<file path="config.mk">
export PLATFORM = sky130hd
export DESIGN_NAME = lru_key_value_cache_unit
export DESIGN_NICKNAME = d
export VERILOG_FILES = /design/src/rtl/lrukv_pkg.sv /design/src/rtl/lrukv_core.sv /design/src/rtl/lru_key_value_cache_unit.sv
export SDC_FILE = /design/constraint.sdc
export NUM_CORES = 2
export LEC_CHECK = 0
export ABC_AREA = 0
export BUFFER_PORTS_ARGS = -buffer_cell sky130_fd_sc_hd__buf_2
export CORE_MARGIN = 2
export CORE_UTILIZATION = 60
export DETAILED_ROUTE_END_ITERATION = 8
export PLACE_DENSITY_LB_ADDON = 0.1
export SYNTH_ARGS = -nofsm -noshare
export SYNTH_HDL_FRONTEND = slang
export SYNTH_SLANG_ARGS = --single-unit
export TNS_END_PERCENT = 1
</file>
<file path="constraint.sdc">
create_clock -name clock -period 6 [get_ports clock]
set_input_delay 0.6 -clock clock [delete_from_list [all_inputs] [get_ports clock]]
set_output_delay 0.6 -clock clock [all_outputs]
set_load 0.01 [all_outputs]
</file>
<file path="src/rtl/lrukv_pkg.sv">
package lrukv_pkg;

   localparam logic OP_GET = 1'b0;
   localparam logic OP_PUT = 1'b1;

   localparam int KEY_W = 32;
   localparam int VAL_W = 32;
   localparam int CAP_W = 5;

   localparam logic [VAL_W-1:0] MISS_VALUE = '1;
   localparam logic [VAL_W-1:0] PUT_VALUE  = '0;
   localparam logic [CAP_W-1:0] CAPACITY_RESET = 5'd16;

   typedef struct packed {
      logic             op;
      logic [KEY_W-1:0] key;
      logic [VAL_W-1:0] value;
   } lrukv_req_type;

   typedef struct packed {
      logic             found;
      logic [VAL_W-1:0] read_value;
   } lrukv_rsp_type;

endpackage

</file>
<file path="src/rtl/lrukv_core.sv">
module lrukv_core #(
   parameter int ENTRIES = 16
) (
   input  logic                          clock,
   input  logic                          reset,
   input  logic                          step_en,
   input  lrukv_pkg::lrukv_req_type      req,
   input  logic [lrukv_pkg::CAP_W-1:0]   capacity,
   output lrukv_pkg::lrukv_rsp_type      rsp
);
   import lrukv_pkg::*;

   localparam int RANK_W = (ENTRIES > 1) ? $clog2(ENTRIES) : 1;
   localparam int CNT_W  = $clog2(ENTRIES + 1);
   localparam int CMP_W  = ((CNT_W > CAP_W) ? CNT_W : CAP_W) + 1;

   logic [KEY_W-1:0]  key_ff  [ENTRIES];
   logic [VAL_W-1:0]  val_ff  [ENTRIES];
   logic [RANK_W-1:0] rank_ff [ENTRIES];
   logic [RANK_W-1:0] rank_in [ENTRIES];
   logic [ENTRIES-1:0] valid_ff, valid_in;
   logic [CNT_W-1:0]   used_ff, used_in;

   logic [ENTRIES-1:0] hit_vec, victim_vec, free_vec, slot_vec, sel_vec, inc_vec;
   logic               hit_any, is_put, full, insert;
   logic [VAL_W-1:0]   hit_value;
   logic [RANK_W-1:0]  hit_rank;
   logic [RANK_W-1:0]  used_m1;
   logic [CAP_W-1:0]   cap_eff;

   always_comb begin
      hit_value = '0;
      hit_rank  = '0;
      for (int i = 0; i < ENTRIES; i++) begin
         hit_vec[i] = valid_ff[i] && (key_ff[i] == req.key);
         hit_value  = hit_value | (hit_vec[i] ? val_ff[i] : '0);
         hit_rank   = hit_rank | (hit_vec[i] ? rank_ff[i] : '0);
      end
      hit_any = |hit_vec;
      is_put  = (req.op == OP_PUT);

      // capacity 0 acts as 1; above ENTRIES the fill reaching ENTRIES ends it
      cap_eff = (capacity == '0) ? CAP_W'(1) : capacity;
      full    = (CMP_W'(used_ff) >= CMP_W'(cap_eff)) || (used_ff == CNT_W'(ENTRIES));

      // valid ranks are distinct 0..used-1, so the LRU entry holds used-1
      used_m1 = RANK_W'(used_ff - CNT_W'(1));
      for (int i = 0; i < ENTRIES; i++)
         victim_vec[i] = valid_ff[i] && (rank_ff[i] == used_m1);

      free_vec = ~valid_ff;
      slot_vec = free_vec & (~free_vec + ENTRIES'(1));

      priority if (hit_any) sel_vec = hit_vec;
      else if (!is_put)     sel_vec = '0;
      else if (full)        sel_vec = victim_vec;
      else                  sel_vec = slot_vec;

      insert = is_put && !hit_any;

      for (int i = 0; i < ENTRIES; i++) begin
         inc_vec[i] = valid_ff[i] && !sel_vec[i] &&
                      (hit_any ? (rank_ff[i] < hit_rank) : is_put);
         if (sel_vec[i])
            rank_in[i] = '0;
         else if (inc_vec[i])
            rank_in[i] = rank_ff[i] + RANK_W'(1);
         else
            rank_in[i] = rank_ff[i];
      end
      valid_in = insert ? (valid_ff | sel_vec) : valid_ff;
      used_in  = (insert && !full) ? used_ff + CNT_W'(1) : used_ff;

      rsp.found      = hit_any;
      rsp.read_value = is_put ? PUT_VALUE : (hit_any ? hit_value : MISS_VALUE);
   end

   always_ff @(posedge clock) begin
      if (reset) begin
         valid_ff <= '0;
         used_ff  <= '0;
         for (int i = 0; i < ENTRIES; i++)
            rank_ff[i] <= '0;
      end else if (step_en) begin
         valid_ff <= valid_in;
         used_ff  <= used_in;
         for (int i = 0; i < ENTRIES; i++)
            rank_ff[i] <= rank_in[i];
      end
   end

   always_ff @(posedge clock) begin
      if (step_en) begin
         for (int i = 0; i < ENTRIES; i++) begin
            if (sel_vec[i] && is_put)
               val_ff[i] <= req.value;
            if (sel_vec[i] && insert)
               key_ff[i] <= req.key;
         end
      end
   end

endmodule

</file>
<file path="src/rtl/lru_key_value_cache_unit.sv">
// channel | dir | beat fields (low bit up)
// req     | in  | tuser: op; tdata: key[31:0], value[63:32]
// rsp     | out | tuser: found; tdata: read_value[31:0]
// csr     | in  | data: capacity[4:0]
//
// One item per cycle while responses are taken; both ports are registered.
// The rate is set by the combinational parallel key compare and LRU rank update.
// Synchronous active-high reset empties the cache and sets capacity to 16.
// A held response stalls the request side only while the input register is full.
module lru_key_value_cache_unit #(
   parameter int ENTRIES = 16
) (
   input  logic        clock,
   input  logic        reset,
   input  logic        req_tvalid,
   output logic        req_tready,
   input  logic [63:0] req_tdata,   // key[31:0], value[63:32]
   input  logic        req_tuser,   // op
   output logic        rsp_tvalid,
   input  logic        rsp_tready,
   output logic [31:0] rsp_tdata,   // read_value[31:0]
   output logic        rsp_tuser,   // found
   input  logic        csr_valid,
   output logic        csr_ready,
   input  logic [4:0]  csr_data     // capacity[4:0]
);
   import lrukv_pkg::*;

   logic          in_valid_ff, in_valid_in;
   lrukv_req_type in_req_ff;
   logic          out_valid_ff, out_valid_in;
   lrukv_rsp_type out_rsp_ff, core_rsp;
   logic [CAP_W-1:0] cap_ff;
   logic          advance, req_fire;

   assign advance    = in_valid_ff && (!out_valid_ff || rsp_tready);
   assign req_tready = !in_valid_ff || advance;
   assign req_fire   = req_tvalid && req_tready;
   assign csr_ready  = 1'b1;

   always_comb begin
      if (req_fire)
         in_valid_in = 1'b1;
      else if (advance)
         in_valid_in = 1'b0;
      else
         in_valid_in = in_valid_ff;

      if (advance)
         out_valid_in = 1'b1;
      else if (rsp_tready)
         out_valid_in = 1'b0;
      else
         out_valid_in = out_valid_ff;
   end

   always_ff @(posedge clock) begin
      if (reset) begin
         in_valid_ff  <= 1'b0;
         out_valid_ff <= 1'b0;
         cap_ff       <= CAPACITY_RESET;
      end else begin
         in_valid_ff  <= in_valid_in;
         out_valid_ff <= out_valid_in;
         if (csr_valid && csr_ready)
            cap_ff <= csr_data;
      end
   end

   always_ff @(posedge clock) begin
      if (req_fire) begin
         in_req_ff.op    <= req_tuser;
         in_req_ff.key   <= req_tdata[31:0];
         in_req_ff.value <= req_tdata[63:32];
      end
      if (advance)
         out_rsp_ff <= core_rsp;
   end

   lrukv_core #(
      .ENTRIES (ENTRIES)
   ) u_core (
      .clock    (clock),
      .reset    (reset),
      .step_en  (advance),
      .req      (in_req_ff),
      .capacity (cap_ff),
      .rsp      (core_rsp)
   );

   assign rsp_tvalid = out_valid_ff;
   assign rsp_tdata  = out_rsp_ff.read_value;
   assign rsp_tuser  = out_rsp_ff.found;

endmodule

</file>
Word level (Yosys, flattened, before mapping)
Memories as Yosys holds them, arrays and structs flattened. Index checks and enable logic that the tools add are counted.

RAM bits: 1088. Bits in registers: 126. Word-level logic and storage cells: 467. Memories: 3.

Memory list: u_core.key_ff (words 16, width 32, read ports 16, clocked after Yosys merged registers in 0, write ports 16, RTL line lrukv_core.sv:17) `logic [KEY_W-1:0] key_ff [ENTRIES];`; u_core.val_ff (words 16, width 32, read ports 16, clocked after Yosys merged registers in 0, write ports 16, RTL line lrukv_core.sv:18) `logic [VAL_W-1:0] val_ff [ENTRIES];`; u_core.rank_ff (words 16, width 4, read ports 16, clocked after Yosys merged registers in 0, write ports 16, RTL line lrukv_core.sv:19) `logic [RANK_W-1:0] rank_ff [ENTRIES];`.

Reductions and logical operators: 129. Bitwise gates (word level): 50. Mux-type cells: 206. Eq/ne operators: 33. Magnitude comparators: 17. Add/sub/neg operators: 19.

Operator list (count): $mux 32 (17); $eq 32x32->1 (16); $or 32x32->32 (15); $mux 4 (64); $mux 1 (121); $logic_and 1x1->1 (100); $add 4x1->4 const B (16); $eq 4x4->1 (16); $lt 4x4->1 (16); $or 4x4->4 (15); $mux 16 (3); $not 16->16 (2); $logic_not 1->1 (20); $add 16x1->16 const B (1); $and 16x16->16 (1); $or 1x1->1 (16); $or 16x16->16 (1); $reduce_or 16->1 (1); $add 5x1->5 const B (1); $eq 5x5->1 const B (1); $ge 5x5->1 (1); $logic_not 5->1 (1); $mux 5 (1); $reduce_and 2->1 (2); 3 further kinds (6).

Depth between registers and ports, before layout
An unclocked memory read counts as a cell.

Depth after elaboration: 25. Mapped depth: 17. Mapped depth without buffers: 15.

By module
Synthesis repeated with hierarchy kept, for this count alone.

Cell total of the unflattened synthesis: 3290. Area total of the unflattened synthesis: 50562.2 um^2.

By module, submodules not included: lrukv_core (area each 47340.4 um^2, instances 1, cells an instance 3164); lru_key_value_cache_unit (area each 3221.8 um^2, instances 1, cells an instance 126).

Worst setup path after synthesis
OpenSTA, ideal clock, no wires.

Path type: register to register. From: reg u_core.used_ff[0]. To: mem u_core.val_ff[11][4], in the netlist u_core.val_ff[1][100], enable pin. Stages on the path, launching flop included: 15. Data arrival time: 4.768 ns. Slack: 0.808 ns. Data required time: 5.576 ns. Path through: dfxtp_1 > clkbuf_1 > buf_1 > inv_1 > ha_1 > nand2b_1 > a21o_1 > a21o_1 > a21o_1 > a211o_1 > clkbuf_1 > nor4_1 > a21oi_1 > o21bai_1 > nor2b_1.

RTL lines: start: declaration (RTL line lrukv_core.sv:22) `logic [CNT_W-1:0] used_ff, used_in;`; start signal: assignment (RTL line lrukv_core.sv:86) `used_ff <= used_in;`; end: declaration (RTL line lrukv_core.sv:18).

==> results.cfg <==
[layout]
syn_to_final_growth_pct = 12.6
stdcell_count = 4717
drive_above_1_share_pct = 14.5
fill_cells = 5648
nNetsFinal = 3598

[detailed_routing]
drtIter0Drc = 4237
wl_um = 153000
drt_pass1_iterations = 5
viasPerCell = 6.61
antenna_left = 0
routedWlPerCell_um = 32.3
vias = 31200
drc_errors = 0

[logic_synthesis]
avgSynthCellArea_um2 = 15.4
synthFlopType = edfxtp_1
synth_area_mm2 = 0.0509
synth_seq_cells = 1214
yosysSeqAreaShare_pct = 71.1
synth_fp_nets = 3409
synth_warnings = 0
synthArstFlopShare_pct = 0
synth_cells = 3294
synth_edf_count = 1186
yosysUniqueCellTypes = 76

[clock_network]
cts_sinks = 1214
cts_buffers = 117
clockBufferDepth = 3
cts_tree = done
clk_latency_ps = 730
clk_pin_slew_ps = 70
ctsHoldBuffers = 0
htree_levels = 3
post-cts-setup-buffer-count = 0
root_buffer = clkbuf_16
post_cts_resize_count = 0

[floorplanning]
design.die.area_mm2 = 0.0871
die_w_um = 295
ios = 111
initial_utilization_pct = 60.7
num_rows = 106
core_area_mm2 = 0.0838
die_h_um = 295

[sta]
rsz0062_at_grt = false
tns_ps = 0
slew_viol_final = 0
fmax_ghz = 0.186
min_period_ps = 5390
fin_crit_sh_pct = 89.8
fin_skew_ps = 70.9
hold_viol = 0
setup_viol = 0
worstMarginPinSlew_ps = 1350
relSlewSlack_pct = 9.99

[outcome]
status = finished, final reports clean

[flow_run]
maxCapViolCount = 0

[global_routing]
grt_usage_pct = 35.3
grt_start_max_net_pins = 57
overflow = 0
antenna_found_initial = 4
grt_pass1_vias = 30200
grt_first_pass_wirelength_um = 217000

[setup_path]
critPathLaunchType = flip-flop
worstSetupEndpointType = flip-flop
crit_fanout = 15
critical_path_class = flip-flop to flip-flop
cp.required_ps = 6360
arrival_ps = 5740

[pwr]
powerDensity_mw_per_mm2 = 309
power.leakage_nw = 18.5
ir_drop_mv = 0.303

[min_path]
hold_class = primary input to flip-flop

[placement]
dp_hpwl_um = 95700
dpl.cell_count = 4498
io_buffer_count = 109
globalplace.congestion = 1.02
-- sequential cells by signal, summed over array words and instances, names as in the netlist, 5 cells and up --
signal / cells
in_req_ff: 65
u_core.key_ff: 512
u_core.valid_ff: 16
rsp_tdata: 32
u_core.rank_ff: 64
u_core.used_ff: 5
cap_ff: 5
u_core.val_ff: 512
-- synth_stat cells (16+ instances only) --
master,count,area share [%]
a21oi_1,35,0.34
a221oi_1,94,1.6
a22o_1,97,1.7
a22oi_1,97,1.4
a31oi_1,44,0.54
and3_1,36,0.44
and4_1,17,0.29
buf_4,34,0.50
buf_6,30,0.66
clkbuf_1,94,0.69
dfxtp_1,28,1.1
edfxtp_1,1186,70
ha_1,40,0.98
inv_1,88,0.65
maj3_2,20,0.44
nand2_1,43,0.32
nand2b_1,23,0.28
nand3_1,83,0.82
nand4_1,135,1.7
nor2_1,214,1.6
nor2b_1,16,0.20
nor3_1,39,0.38
nor4_1,47,0.58
xnor2_1,475,8.2
xor2_1,97,1.7
-- layer usage --
| metal | GRT usage [%] | share of wire (%) | vias to the layer above |
|---|---|---|---|
| li1 | - | - | 13000 |
| met1 | 51.6 | 40 | 15800 |
| met2 | 52.8 | 44 | 1985 |
| met3 | 7.59 | 11 | 336 |
| met4 | 12.8 | 3.8 | 4 |
| met5 | 0 | 0.015 | - |
-- cell families (layout without fill, tap and decap cells) --
logic type | count (synthesis) | after routing | share of synthesized area [%]
AOI/OAI and AO/OA | 473 | 473 | 7.34
and+or+nand+nor | 686 | 686 | 7.18
other | 1 | 2 | 0.00737
DFF | 1214 | 1214 | 71.1
buffers and inverters | 280 | 568 | 2.90
muxes | 4 | 4 | 0.0787
adders and majority gates | 64 | 64 | 1.51
xor gates and xnor gates | 572 | 572 | 9.85
-- critical path, cell delays in order, from the launching register on --
cell	delay, ps
edfxtp_1	840
buf_4	430
xnor2_1	170
nand4_1	210
nor4_1	760
and4_1	670
a22oi_1	180
and3_4	290
and3_4	200
or2_1	210
maj3_2	310
maj3_2	310
a21oi_1	180
or3_1	220
-- through the flow --
stage                     instance area (µm²)  worst slack [ps]  hold slack, ps  power (mW)  util (%)
after floorplan                         50900               808             460        10.2         -
after global placement                  53400               882             478        10.5      63.7
after detailed placement                53400               719             499        10.5      63.7
after CTS                               57200               612            18.5        17.7      68.3
after global routing                    57200               433            16.0        18.1      68.3
final                                   57300               614            47.2        17.7      68.3
-- power by group --
part	leakage, nW	switching [mW]	internal, mW
Sequential	11.0	0.196	9.41
Clock	1.88	3.16	4.17
Combinational	5.63	0.480	0.271
-- worst paths after layout --
kind | startpoint | endpoint | slack, ps | cells after the start
max reg2reg | in_req_ff[46] | u_core.rank_ff[0][4] | 610 | 13
min reg2reg | cap_ff[1] | cap_ff[1] | 510 | 2
max | in_req_ff[46] | u_core.rank_ff[0][4] | 610 | 13
min | req_tdata[62] | in_req_ff[30] | 50 | 1
-- final cells by class --
cell class                      instances  area [µm²]  share of cell area [%]
Clock buffer                          144        3070                    5.36
Clock inverter                         74         788                    1.38
Sequential cell                      1214       36200                    63.2
Antenna cell                            1        2.50                 0.00437
Multi-Input combinational cell       1800       13500                    23.5
Inverter                               95         357                   0.623
Timing Repair Buffer                  255        1980                    3.46
Tap cell                             1134        1420                    2.48
-- layout by cell type, fill, tap and decap left out, types with 23 or more instances in the layout --
| cell type | netlist | layout |
|---|---|---|
| buf_2 | 11 | 109 |
| nor3_1 | 39 | 38 |
| inv_1 | 88 | 87 |
| dfxtp_1 | 28 | 28 |
| clkbuf_16 | 0 | 118 |
| xor2_1 | 97 | 96 |
| a31oi_1 | 44 | 44 |
| a22oi_1 | 97 | 97 |
| clkinv_1 | 0 | 28 |
| buf_12 | 0 | 27 |
| a221oi_1 | 94 | 94 |
| xnor2_1 | 475 | 474 |
| buf_4 | 34 | 119 |
| and3_1 | 36 | 27 |
| nand2_1 | 43 | 43 |
| nor4_1 | 47 | 46 |
| nand4_1 | 135 | 135 |
| nand3_1 | 83 | 83 |
| nand2b_1 | 23 | 23 |
| clkbuf_1 | 94 | 24 |
| edfxtp_1 | 1186 | 1186 |
| a22o_1 | 97 | 97 |
| a21oi_1 | 35 | 34 |
| ha_1 | 40 | 40 |
| nor2_1 | 214 | 186 |
No activity file was read; power rests on OpenSTA's default activity.
